===== src/hw/rtl/sqe_pkg.sv =====
package sqe_pkg;

    // widths fixed by the stream payloads
    localparam int OP_W       = 3;
    localparam int VALUE_W    = 32;
    localparam int STATUS_W   = 2;
    localparam int CNT_W      = 7;
    localparam int S_TDATA_W  = 40;
    localparam int M_TDATA_W  = 48;

    // operation codes carried in the input beat
    typedef enum logic [OP_W-1:0] {
        OP_PUSH = 3'd0,
        OP_DUMP = 3'd1,
        OP_PEEK = 3'd2,
        OP_POP  = 3'd3,
        OP_SWAP = 3'd4
    } t_op;

    // result status codes
    typedef enum logic [STATUS_W-1:0] {
        ST_OK    = 2'd0,
        ST_FULL  = 2'd1,
        ST_EMPTY = 2'd2,
        ST_SHORT = 2'd3
    } t_status;

    // per-cycle command broadcast along the cell row
    typedef enum logic [2:0] {
        CELL_HOLD       = 3'd0,
        CELL_PUSH_FRONT = 3'd1,
        CELL_PUSH_BACK  = 3'd2,
        CELL_POP        = 3'd3,
        CELL_SWAP       = 3'd4,
        CELL_ROTATE     = 3'd5
    } t_cell_cmd;

    typedef struct packed {
        t_cell_cmd        cmd;
        logic [CNT_W-1:0] count;
    } t_cell_ctrl;

endpackage


===== src/hw/rtl/sqe_cell.sv =====
module sqe_cell #(
    parameter int DATA_WIDTH = 32,
    parameter int INDEX      = 0
) (
    input  logic                    i_clk,
    input  sqe_pkg::t_cell_ctrl     i_ctrl,
    input  logic [DATA_WIDTH-1:0]   i_push_data,
    input  logic [DATA_WIDTH-1:0]   i_prev,
    input  logic [DATA_WIDTH-1:0]   i_next,
    input  logic [DATA_WIDTH-1:0]   i_head,
    output logic [DATA_WIDTH-1:0]   o_data
);
    import sqe_pkg::*;

    localparam logic [CNT_W-1:0] MY_POS = CNT_W'(INDEX);

    logic [DATA_WIDTH-1:0] r_data;
    logic [DATA_WIDTH-1:0] n_data;

    // pick the new entry from neighbors, the push bus or the head
    always_comb begin
        n_data = r_data;
        case (i_ctrl.cmd)
            CELL_HOLD: begin
                n_data = r_data;
            end
            CELL_PUSH_FRONT: begin
                n_data = (INDEX == 0) ? i_push_data : i_prev;
            end
            CELL_PUSH_BACK: begin
                if (i_ctrl.count == MY_POS) begin
                    n_data = i_push_data;
                end
            end
            CELL_POP: begin
                n_data = i_next;
            end
            CELL_SWAP: begin
                if (INDEX == 0) begin
                    n_data = i_next;
                end else if (INDEX == 1) begin
                    n_data = i_prev;
                end
            end
            CELL_ROTATE: begin
                n_data = (i_ctrl.count - CNT_W'(1) == MY_POS) ? i_head : i_next;
            end
            default: begin
                n_data = r_data;
            end
        endcase
    end

    // entry storage
    always_ff @(posedge i_clk) begin
        r_data <= n_data;
    end

    assign o_data = r_data;

endmodule


===== config.mk =====
export PLATFORM = sky130hd
export DESIGN_NAME = sqe_cell
export DESIGN_NICKNAME = d
export VERILOG_FILES = /design/src/hw/rtl/sqe_pkg.sv /design/src/hw/rtl/sqe_cell.sv
export SDC_FILE = /design/constraint.sdc
export NUM_CORES = 1
export LEC_CHECK = 0
export ABC_AREA = 1
export BUFFER_PORTS_ARGS = -buffer_cell sky130_fd_sc_hd__buf_2
export CAP_MARGIN = 15
export CORE_MARGIN = 2
export CORE_UTILIZATION = 38
export CTS_CLUSTER_DIAMETER = 200
export DETAILED_ROUTE_END_ITERATION = 12
export PLACE_DENSITY = 0.8
export SYNTH_ARGS = -nofsm -noshare
export SYNTH_HDL_FRONTEND = slang
export SYNTH_SLANG_ARGS = --single-unit
export TNS_END_PERCENT = 100

===== constraint.sdc =====
create_clock -name i_clk -period 1.7 [get_ports i_clk]
set_input_delay 0.17 -clock i_clk [delete_from_list [all_inputs] [get_ports i_clk]]
set_output_delay 0.17 -clock i_clk [all_outputs]
set_load 0.02 [all_outputs]

==> flow_results.org, run 1 <==
** Status
- The run finished with clean final reports.

** Logic synthesis
- Synthesized netlist cell count :: 300
- In this run, synthesis produced a sequential element count of 32.
- The share of synthesized area in the top cell type comes to 0.376.
- Warning count from the yosys run :: 0
- When the netlist entered floorplanning its net count stood at 439.
- Summing every instance area after synthesis gives ~2600 sq um.
- Post-Syn Area per Cell :: 8.52 sq um
- Post-synth cell types :: 22
- Biggest area contributors in the synthesized netlist :: sky130_fd_sc_hd__edfxtp_1 38%, sky130_fd_sc_hd__a22oi_2 15%, sky130_fd_sc_hd__inv_1 9.7%, sky130_fd_sc_hd__nand2_1 9.7%, sky130_fd_sc_hd__nand4_1 7.8%
- Register area share after synthesis :: 0.376
- The largest total area in the synthesized netlist belongs to sky130_fd_sc_hd__edfxtp_1.

** Timing
- The final hold violation count is 0.
- In this run the tightest slew margin relative to its limit is 0.259.
- Dividing the final minimum period by the clock period gives 0.876.
- Worst-Margin Slew :: about 1.1 ns
- Setup repair after global routing left no endpoint under its margin.
- The number of pins with negative max-slew slack in the final report came to 0.
- The smallest clock period supported by the final layout is computed as approximately 1.5 ns.
- # setup viols final :: 0
- Peak Freq :: 0.672 GHz

** Clock tree
- CTS tree :: built
- Post-CTS Repair Setup Buffers :: 0
- Inserted Clock Buffers :: 5
- Count of clock tree sinks :: 32
- Post-cts resize count :: 0
- The clock tree synthesis step divided the H-tree into 2 levels.
- The clock passes through at most 2 buffers.
- Hold_buf cts :: 0
- Clock transition time at the flip-flop clock pins of the worst setup and hold paths :: 0.07 ns
- CTS root buf :: sky130_fd_sc_hd__clkbuf_8

** Layout
- Number of fillers in the final layout :: between 600 and 700
- Summing all multi-input logic gate instances after layout gives 1160 sq um.
- Ratio of cells with drive above 1 in the final layout :: 0.461
- The sequential cells in the finished layout cover a total of 961 sq um.
- Final std cells w/o fill :: 511
- Most common library cell in the layout ignoring fill and taps :: sky130_fd_sc_hd__buf_2
- Largest register FFs :: 32
- Ant. Diodes :: 0
- The area growth from synthesis to layout is 31.4%.
- Top library cells by usage in the layout, fill and taps aside :: 138 x sky130_fd_sc_hd__buf_2, 66 x sky130_fd_sc_hd__nand2_1, 66 x sky130_fd_sc_hd__inv_1
- Layout Nets :: between 500 and 600

** Floorplanning
- Number of I/O pins :: 171
- Die Y-Extent :: 86.0 microns
- Std cell rows :: 29
- Effective utilization at floorplan :: 0.398
- DIE AREA :: 7400 sq um
- Die Span X :: 86.0 microns
- Std-Cell Core Area :: roughly 6400 sq um

** Drt
- The routed design has 6850 microns of wire.
- Number of nets with antenna violations after routing :: 0
- The detailed router finished its first iteration with just under 90 violations.
- Before antenna repair, the detailed router went through 5 iterations.
- Total via count after detailed routing :: 2530
- WL per Instance :: 13.4 microns
- Using the TritonRoute via totals, the vias-per-cell ratio works out to 4.95.
- In the routed design, unresolved DRC markers number 0.

** Power
- Power density over the cells :: 688 nW/um^2
- The completed layout was analyzed and its total power is about 2.3 mW.
- In this run the static leakage power is 1.79 nW.
- Max rail drop VDD :: 288 uV

** Place
- Placed Cells incl. Taps :: 503
- During placement, the flow inserted port buffers numbering 138.
- Routability cong. :: slightly above 0.8
- Sum of net half-perimeters after detailed placement :: 5030 microns

** Worst setup path
- Critical path launch point type :: input pin
- In this run the worst path has a maximum fanout of 32.
- Data arrival time of the worst path :: 1.63 ns
- Type of element capturing the critical path :: flip-flop
- The setup path with the least slack is of type input pin to flip-flop.
- Worst EP required :: 1.84 ns

** Global route
- Overall overflow remaining after global route :: 0
- First-pass GRT wire length :: between 10000 and 15000 microns
- Number of antenna violations at the first check in global routing :: 0
- The via count of the first global-routing pass is 2485.
- Global Route Usage Sum :: 0.182
- Pin count of the biggest net entering global routing :: 33

** Run
- Max Cap Viol :: 0

** Hold path
- Min-delay worst type :: input pin to flip-flop
stage by stage:
step	instance area [sq um]	TNS [ns]	utilization	hold slack (ns)	worst slack, ns
3_3_place_gp	3280	-0.0812	0.510	0.459	-0.0429
3_5_place_dp	3280	-0.481	0.510	0.464	-0.0768
5_1_grt	3360	0	0.523	0.169	0.117
6_report	3360	0	0.523	0.178	0.211
2_1_floorplan	2560	0	-	0.360	0.0298
4_1_cts	3360	0	0.523	0.167	0.193
cell type report:
class / instances / share of cell area
timing repair buffer: 147 / 0.237
clock inverter: 3 / 0.00410
multi-input combinational: 178 / 0.347
inverter: 69 / 0.0771
tap: 77 / 0.0287
clock buffer: 5 / 0.0205
sequential: 32 / 0.286
worst max-delay path, stage by stage:
cell	delay (ns)
sky130_fd_sc_hd__buf_2	0.10
sky130_fd_sc_hd__inv_2	0.04
sky130_fd_sc_hd__nand2_2	0.11
sky130_fd_sc_hd__o21ai_4	0.07
sky130_fd_sc_hd__nor2_4	0.83
sky130_fd_sc_hd__a22oi_1	0.16
sky130_fd_sc_hd__nand2_1	0.13
cell families after synthesis:
group | count (synthesis) | share of synthesized area
buf+inv | 90 | 0.169
flops | 32 | 0.376
simple gates | 144 | 0.295
compound gates | 34 | 0.161
path summary, 6_finish.rpt:
kind | end | startpoint | cells past startpoint
min | o_data[14] | i_push_data[14] | 3
max | o_data[11] | i_ctrl[8] | 7
cell usage after synthesis (all sizes together):
| library cell | count |
|---|---|
| nor2 | 6 |
| nand4 | 32 |
| buf | 21 |
| o21ai | 2 |
| inv | 69 |
| edfxtp | 32 |
| nand3b | 1 |
| nand2 | 69 |
| nor3 | 1 |
| nand3 | 35 |
| a22oi | 32 |
power by group:
group	internal (mW)	leakage (nW)	switching, mW
registers	0.995	0.308	0.0263
clock network	0.278	0.0453	0.281
logic	0.292	1.43	0.442
total	1.56	1.79	0.749
layer usage:
layer / part of all wire / vias to the layer above / track usage
met4: 0.012 / 0 / 0.0606
met2: 0.50 / 111 / 0.329
met5: 0 / - / 0
met1: 0.42 / 1134 / 0.215
li1: - / 1277 / -
met3: 0.069 / 8 / 0.0346
Power figures use the tool's default switching activity.
==> run 2, diff against run 1 <==
ABC_AREA = unset   (was 1)
==> run 2 against run 1 <==
Sequential cell count is the same. Power grew 10%. Synthesized area is essentially flat. Global-route usage grew 2.3 points.
==> flow_results.org, run 2 <==
** Drt
- Dividing the detail-routed via count by the number of cells gives 5.96.
- Iteration count of the initial detailed-routing pass :: 6
- Drt total wl :: 7810 microns
- In this run the remaining antenna-violating nets after routing total 0.
- In the final routed layout, each cell accounts on average for 16.5 microns.
- Initial drt markers :: 132
- Total via count after detailed routing :: roughly 2800
- Residual DRC count :: 0

** Place
- Input and output buffers added on the ports amount to roughly 140.
- The HPWL after detailed placement is 5800 microns.
- Counting tap cells, the placed design contains a total of 465 instances.
- Routability-driven placement finished with a final weighted congestion of between 0.7 and 0.8.

** Layout
- Compared with the post-synthesis result, the final layout area differs by 35.6%.
- Ratio of cells with drive above 1 in the final layout :: 0.419
- Final std cells w/o fill :: 473
- The sequential cells in the finished layout cover a total of slightly below 1000 sq um.
- Leaving out fill and tap cells, the most frequent cells in the layout are 138 x sky130_fd_sc_hd__buf_2, 63 x sky130_fd_sc_hd__nor3_1, 33 x sky130_fd_sc_hd__mux2i_1.
- The multi-input combinational cells in the finished layout cover a total of between 1000 and 1500 sq um.
- For this run, the share of the core covered by cells in the final layout is 0.540.
- Layout Nets :: 534
- Largest register FFs :: 32
- Most common library cell in the layout ignoring fill and taps :: sky130_fd_sc_hd__buf_2
- The layout has 585 filler cells.
- 0 antenna diodes ended up in the layout.

** Logic synthesis
- The mapped netlist covers 2560 sq um.
- After synthesis, the share of flip-flops with an asynchronous set or reset is 0.
- Synthesis instantiated 22 different standard cells from the library.
- For this run, the register share of the synthesized area comes to 0.376.
- Summed over all instances, the cell type with the most area after synthesis is sky130_fd_sc_hd__edfxtp_1.
- Biggest area contributors in the synthesized netlist :: sky130_fd_sc_hd__edfxtp_1 38%, sky130_fd_sc_hd__mux2i_1 13%, sky130_fd_sc_hd__nor3_1 12%, sky130_fd_sc_hd__a211o_1 11%, sky130_fd_sc_hd__a22oi_1 9.1%
- Averaged over all synthesized cells, the footprint is 9.69 sq um.
- The synthesized design contains 32 enable-type register cells.
- Number of nets produced by synthesis :: 403
- The cell count after synthesis came out at 264.
- Warning count from the yosys run :: 0
- Of the post-synthesis cell area, the dominant cell type holds 0.376.
- sky130_fd_sc_hd__nor3_1 is the most common cell in the netlist.
- Number of storage elements in the synthesis netlist :: 32
- Counting instances in the post-synthesis netlist gives the leading cell types as 63 x sky130_fd_sc_hd__nor3_1, 33 x sky130_fd_sc_hd__mux2i_1, 32 x sky130_fd_sc_hd__edfxtp_1.
- For this run, the leading register cell type out of synthesis is sky130_fd_sc_hd__edfxtp_1.

** Worst setup path
- On the critical path, the stage with the largest delay is an instance of sky130_fd_sc_hd__nor4_4.
- Crit path launch :: i_ctrl[1]
- Data arrival time of the worst path :: approximately 1.3 ns
- Largest stage delay on the critical path :: roughly 0.32 ns
- Largest fanout of any net on the critical path :: 19
- Walking the worst path, the cells encountered are buf_2 > nor4_4 > and4b_1 > nor3_1 > a21oi_4 > buf_12.
- Worst EP required :: 1.68 ns
- STA classifies the critical path endpoint as a flip-flop.
- The worst setup path is launched from an input pin.
- Worst setup path category :: input pin to flip-flop

** Timing
- Final period util :: 0.777
- The number of pins with negative max-slew slack in the final report was 0.
- Setup repair after global routing left no endpoint under its margin.
- Setup violations remaining at the end of the flow were counted as 0.
- The final hold violation count came to 0.
- Derived from the worst setup path, the maximum achievable clock frequency is ~0.76 GHz.
- Headroom to the max-slew limit came out at 0.777.
- The smallest clock period supported by the final layout is computed as 1.32 ns.
- Worst-Margin Slew :: 0.332 ns
- Setup total negative slack on the finished layout was measured at 0 ns.

** Power
- VDD sags by at most 277 uV.
- Internal power comes to between 1.5 and 2 mW.
- Leakage power total :: 1.74 nW
- Total power for the finished layout comes to about 2.5 mW.
- Switching power summed over all nets :: ~0.77 mW
- Combinational share of power :: 0.317
- Relative contribution of sequential cells to total power :: 0.407
- Power density over the cells :: 734 nW/um^2
- Clock network power share :: 0.276
- Of the total power, the share spent switching nets is 0.301.

** Global route
- The initial antenna violation count is 0.
- Global Route met3 Usage :: 0.0395
- Entering global routing, the biggest net connects 40 pins.
- The first global-routing pass estimated between 10000 and 15000 microns of wire.
- Busiest layer in global routing :: met2
- Met2 global-route usage :: 0.390
- GR Layer Usage met1 :: 0.236
- Number of global-route vias before repair :: 2789
- Across every metal layer, demand over resource in global routing totals 0.205.
- Global routing finished with a remaining overflow of 0.

** Floorplanning
- Number of I/O pins :: roughly 170
- The floorplan step defined a die boundary enclosing about 7400 sq um.
- Std-Cell Core Area :: ~6400 sq um
- Die Y-Extent :: ~86 microns
- The initial utilization of the core area, before any placement, comes to 0.398.
- Die Span X :: 86.1 microns
- Std cell rows :: 29

** Clock tree
- After clock tree synthesis, the setup repair step added 0 buffers.
- CTS tree :: built
- Count of clock tree sinks :: 32
- The number of clock buffers added by TritonCTS is 5.
- CTS root buf :: sky130_fd_sc_hd__clkbuf_8
- Number of H-tree levels :: 2
- Hold_buf cts :: 0
- Max Root-Sink Buffers :: 2
- Clock-pin slew was measured on the worst setup and hold paths at 0.07 ns.
- Post-cts resize count :: 0

** Hold path
- In this run the most critical hold path is launched from i_head[6].
- The min-delay analysis places its worst path in the category input pin to flip-flop.

** Run
- Across the run, the number of max-cap violations was 0.

** Status
- Status :: completed
run 2: power by group through the flow:
stage | combinational (mW) | clock, mW | sequential (mW)
floorplan | 0.317 | 0 | 1.20
global placement | 0.783 | 0 | 1.05
detailed placement | 0.809 | 0 | 1.05
CTS | 0.810 | 0.729 | 1.04
global route | 0.873 | 0.763 | 1.04
finish | 0.808 | 0.703 | 1.04
run 2: area by class of cell:
class / instances / share of cell area
timing repair buffer: 155 / 0.254
sequential: 32 / 0.277
clock inverter: 2 / 0.0101
tap: 77 / 0.0278
multi-input combinational: 201 / 0.410
clock buffer: 6 / 0.0209
run 2: metrics by stage:
stage | worst slack (ns) | instance area (sq um) | hold WS (ns)
after floorplan | -0.0276 | 2580 | 0.423
after global placement | 0.112 | 3360 | 0.513
after detailed placement | 0.0918 | 3360 | 0.523
after CTS | 0.387 | 3470 | 0.227
after global routing | 0.344 | 3470 | 0.238
final | 0.380 | 3470 | 0.241
run 2: path summary, 6_finish.rpt:
path | endpoint | slack (ns) | depth (start not counted)
worst max-delay path | o_data[9] | 0.38 | 6
worst min-delay path | o_data[6] | 0.24 | 3
run 2: routing by layer:
layer | up-vias | wire length (microns)
li1 | 1329 | -
met1 | 1348 | 3030
met2 | 141 | 4100
met3 | 2 | 648
met4 | 0 | 27
met5 | - | 0
run 2: kinds of logic after synthesis:
group           after synthesis  synth area share
compound gates               96             0.267
buf+inv                      31            0.0724
flops                        32             0.376
mux                          33             0.129
simple gates                 72             0.156
run 2: critical path: cells and delay by family:
kind,cells,cell delay [ns]
AND/OR/NAND/NOR,3,0.62
buffers and inverters,2,0.30
AO/OA/AOI/OAI,1,0.19
==> run 3, diff against run 2 <==
clock period = 1.05 ns   (was 1.7 ns; I/O delays follow)
==> run 3 against run 2 <==
The flow now finishes with violations (setup timing). Sequential power increased by 62%. Die area unchanged. Combinational power increased by 76%. First-iteration DRC count decreased by 1.5%. Largest cell class unchanged. Highest routed layer unchanged.
==> flow_results.org, run 3 (synthesis gave the netlist of run 2 again) <==
** Hold path
- The tightest min-delay check is of the input pin to flip-flop type.

** Global route
- Pin count of the biggest net entering global routing :: 49
- Number of global-route vias before repair :: approximately 2800
- Overall overflow remaining after global route :: 0
- The initial antenna violation count is 0.
- The first global-routing pass estimated around 13000 microns of wire.
- Global Route Usage Sum :: 0.219

** Timing
- Setup violations remaining at the end of the flow were counted as 64.
- Adding up every negative setup slack in the final design gives -6.11 ns.
- The worst path in the final design needs a cycle of around 1.2 ns, including I/O delays and setup.
- Worst-Margin Slew :: 0.237 ns
- Unrepaired setup endpoints after global routing :: true
- Peak Freq :: ~0.84 GHz
- The number of pins with negative max-slew slack in the final report came to 0.
- Of the available clock period, the critical path in the final layout requires 1.13.
- Setup slack on the critical path of the routed design comes to -0.141 ns.
- The final hold violation count came to 0.
- Max_slew headroom :: 0.842

** Layout
- Of the cells placed in the final design, the portion with a size suffix greater than 1 is 0.456.
- 0 antenna diodes ended up in the layout.
- The register with the most flip-flops in the layout has 32 of them.
- Most common library cell in the layout ignoring fill and taps :: sky130_fd_sc_hd__buf_2
- Final cell utilization of the core :: 0.575
- The final layout contains 548 nets.
- Top library cells by usage in the layout, fill and taps aside :: 136 x sky130_fd_sc_hd__buf_2, 62 x sky130_fd_sc_hd__nor3_1, 32 x sky130_fd_sc_hd__edfxtp_1
- For this run, the number of standard cells in the final layout without fillers is 487.
- The area growth from synthesis to layout is 44.4%.

** Worst setup path
- The slowest stage of the critical path is the sky130_fd_sc_hd__nor4_4 cell.
- In this design, the stage delay of the slowest critical-path cell is 0.27 ns.
- Worst EP required :: 1.05 ns
- In this run the worst setup path terminates at o_data[25].
- The worst setup path is launched from an input pin.
- The setup path with the least slack is of type input pin to flip-flop.
- Crit-path most repeated cell :: sky130_fd_sc_hd__buf_6
- The critical path goes through buf_6 > nor4_4 > and4b_1 > nor3_2 > a21oi_4 > buf_6 > buf_16.
- STA classifies the critical path endpoint as a flip-flop.
- Data arrival time of the worst path :: 1.19 ns
- In this run the worst setup path begins at i_ctrl[4].
- Of all nets on the critical path, the largest fanout is 9.

** Floorplanning
- Number of I/O pins :: 171
- The floorplan step set the die height to 86.1 microns.
- The floorplan step defined a core boundary enclosing about 6400 sq um.
- The floorplan has 29 rows.
- Effective utilization at floorplan :: 0.398
- From left edge to right edge, the die measures 86.1 microns.
- The die covers 7410 sq um.

** Clock tree
- TritonCTS created 5 clock buffers.
- CTS tree :: built
- After clock tree synthesis, the clock-pin slew on the worst setup and hold paths is about 0.070 ns.
- Clock tree synthesis selected as its root buffer the cell sky130_fd_sc_hd__clkbuf_8.
- The clock tree synthesis step divided the H-tree into 2 levels.
- In this run the deepest clock path goes through 2 buffers.
- For this design, the sink count on the clock tree is 32.

** Status
- Status :: finished, violations left
- Violated checks :: setup timing

** Drt
- In the final routed layout, each cell accounts on average for 16.9 microns.
- For this run, the detailed router's first-pass iteration total came to 5.
- The final route contains 2850 vias.
- Initial drt markers :: 130
- After detailed routing, the number of remaining DRC violations is 0.
- Number of nets with antenna violations after routing :: 0
- Summed over all layers, the routed wires come to around 8200 microns.
- Vias per cell :: about 5.9

** Power
- Combinational share of power :: 0.334
- Max rail drop VDD :: 649 uV
- In this run the power spent charging and discharging nets is 1.28 mW.
- Pint :: just under 3 mW
- For this design the ratio of total power to cell area is 1150 nW/um^2.
- Relative contribution of sequential cells to total power :: 0.397
- Of the total power, the share spent switching nets is 0.301.
- Clock network power share :: 0.269
- Overall power consumption after layout is estimated at about 4.2 mW.
- The analysis attributes to cell leakage a power of 1.81 nW.

** Place
- Prior to clock tree synthesis, the placed netlist has a worst setup slack of -0.518 ns.
- The HPWL after detailed placement is 6120 microns.
- Port buffering added 138 buffers.
- Placed Cells incl. Taps :: approximately 470
- At the end of routability-driven placement, the weighted congestion stood at around 0.77.

** Run
- Across the run, the number of max-cap violations was 0.
## run 3: how the worst min path moves through the flow
stage,from,end,slack (ns),depth (start not counted)
after floorplan,i_head[0],o_data[0],0.36,2
after detailed placement,i_head[26],o_data[26],0.46,3
final,i_head[17],o_data[17],0.17,3
after CTS,i_head[23],o_data[23],0.16,3
after global placement,i_head[11],o_data[11],0.46,3
after global routing,i_head[6],o_data[6],0.18,3
## run 3: timing repair
action,4_1_cts,5_1_grt
hold endpoints to repair,0,0
setup buffers,3,0
gates cloned,2,0
hold buffers,0,0
resized for setup,9,5
setup endpoints to repair,64,64
pin swaps,1,0
## run 3: power groups by stage
| stage | registers (mW) | logic [mW] | clock network, mW |
|---|---|---|---|
| after global placement | 1.70 | 1.30 | 0 |
| after floorplan | 1.94 | 0.513 | 0 |
| after global routing | 1.70 | 1.53 | 1.22 |
| final | 1.68 | 1.42 | 1.14 |
| after CTS | 1.68 | 1.41 | 1.17 |
| after detailed placement | 1.71 | 1.34 | 0 |
## run 3: metrics by stage
step | instance area [sq um] | hold slack, ns
floorplan | 2580 | 0.358
global placement | 3450 | 0.456
detailed placement | 3450 | 0.457
CTS | 3680 | 0.160
global route | 3700 | 0.175
finish | 3700 | 0.165
## run 3: per-layer routing
layer / part of all wire / up-vias / track usage / wire length (microns)
met1: 0.40 / 1330 / 0.270 / 3240
met2: 0.51 / 157 / 0.400 / 4200
met3: 0.084 / 9 / 0.0366 / 692
li1: - / 1354 / - / -
met4: 0.0084 / 0 / 0.0462 / 69
met5: 0 / - / 0 / 0
## run 3: critical path: cells and delay by family
kind | cells | cell delay, ns
buffers and inverters | 3 | 0.38
AOI/OAI and AO/OA | 1 | 0.15
and+or+nand+nor | 3 | 0.56
## run 3: cell type report
cell class / count / area (sq um)
Tap cell: 77 / 96.3
Timing Repair Buffer: 169 / 1070
Fill cell: 582 / 2730
Clock inverter: 2 / 35.0
Sequential cell: 32 / 961
Clock buffer: 6 / 72.6
Multi-Input combinational cell: 201 / 1460
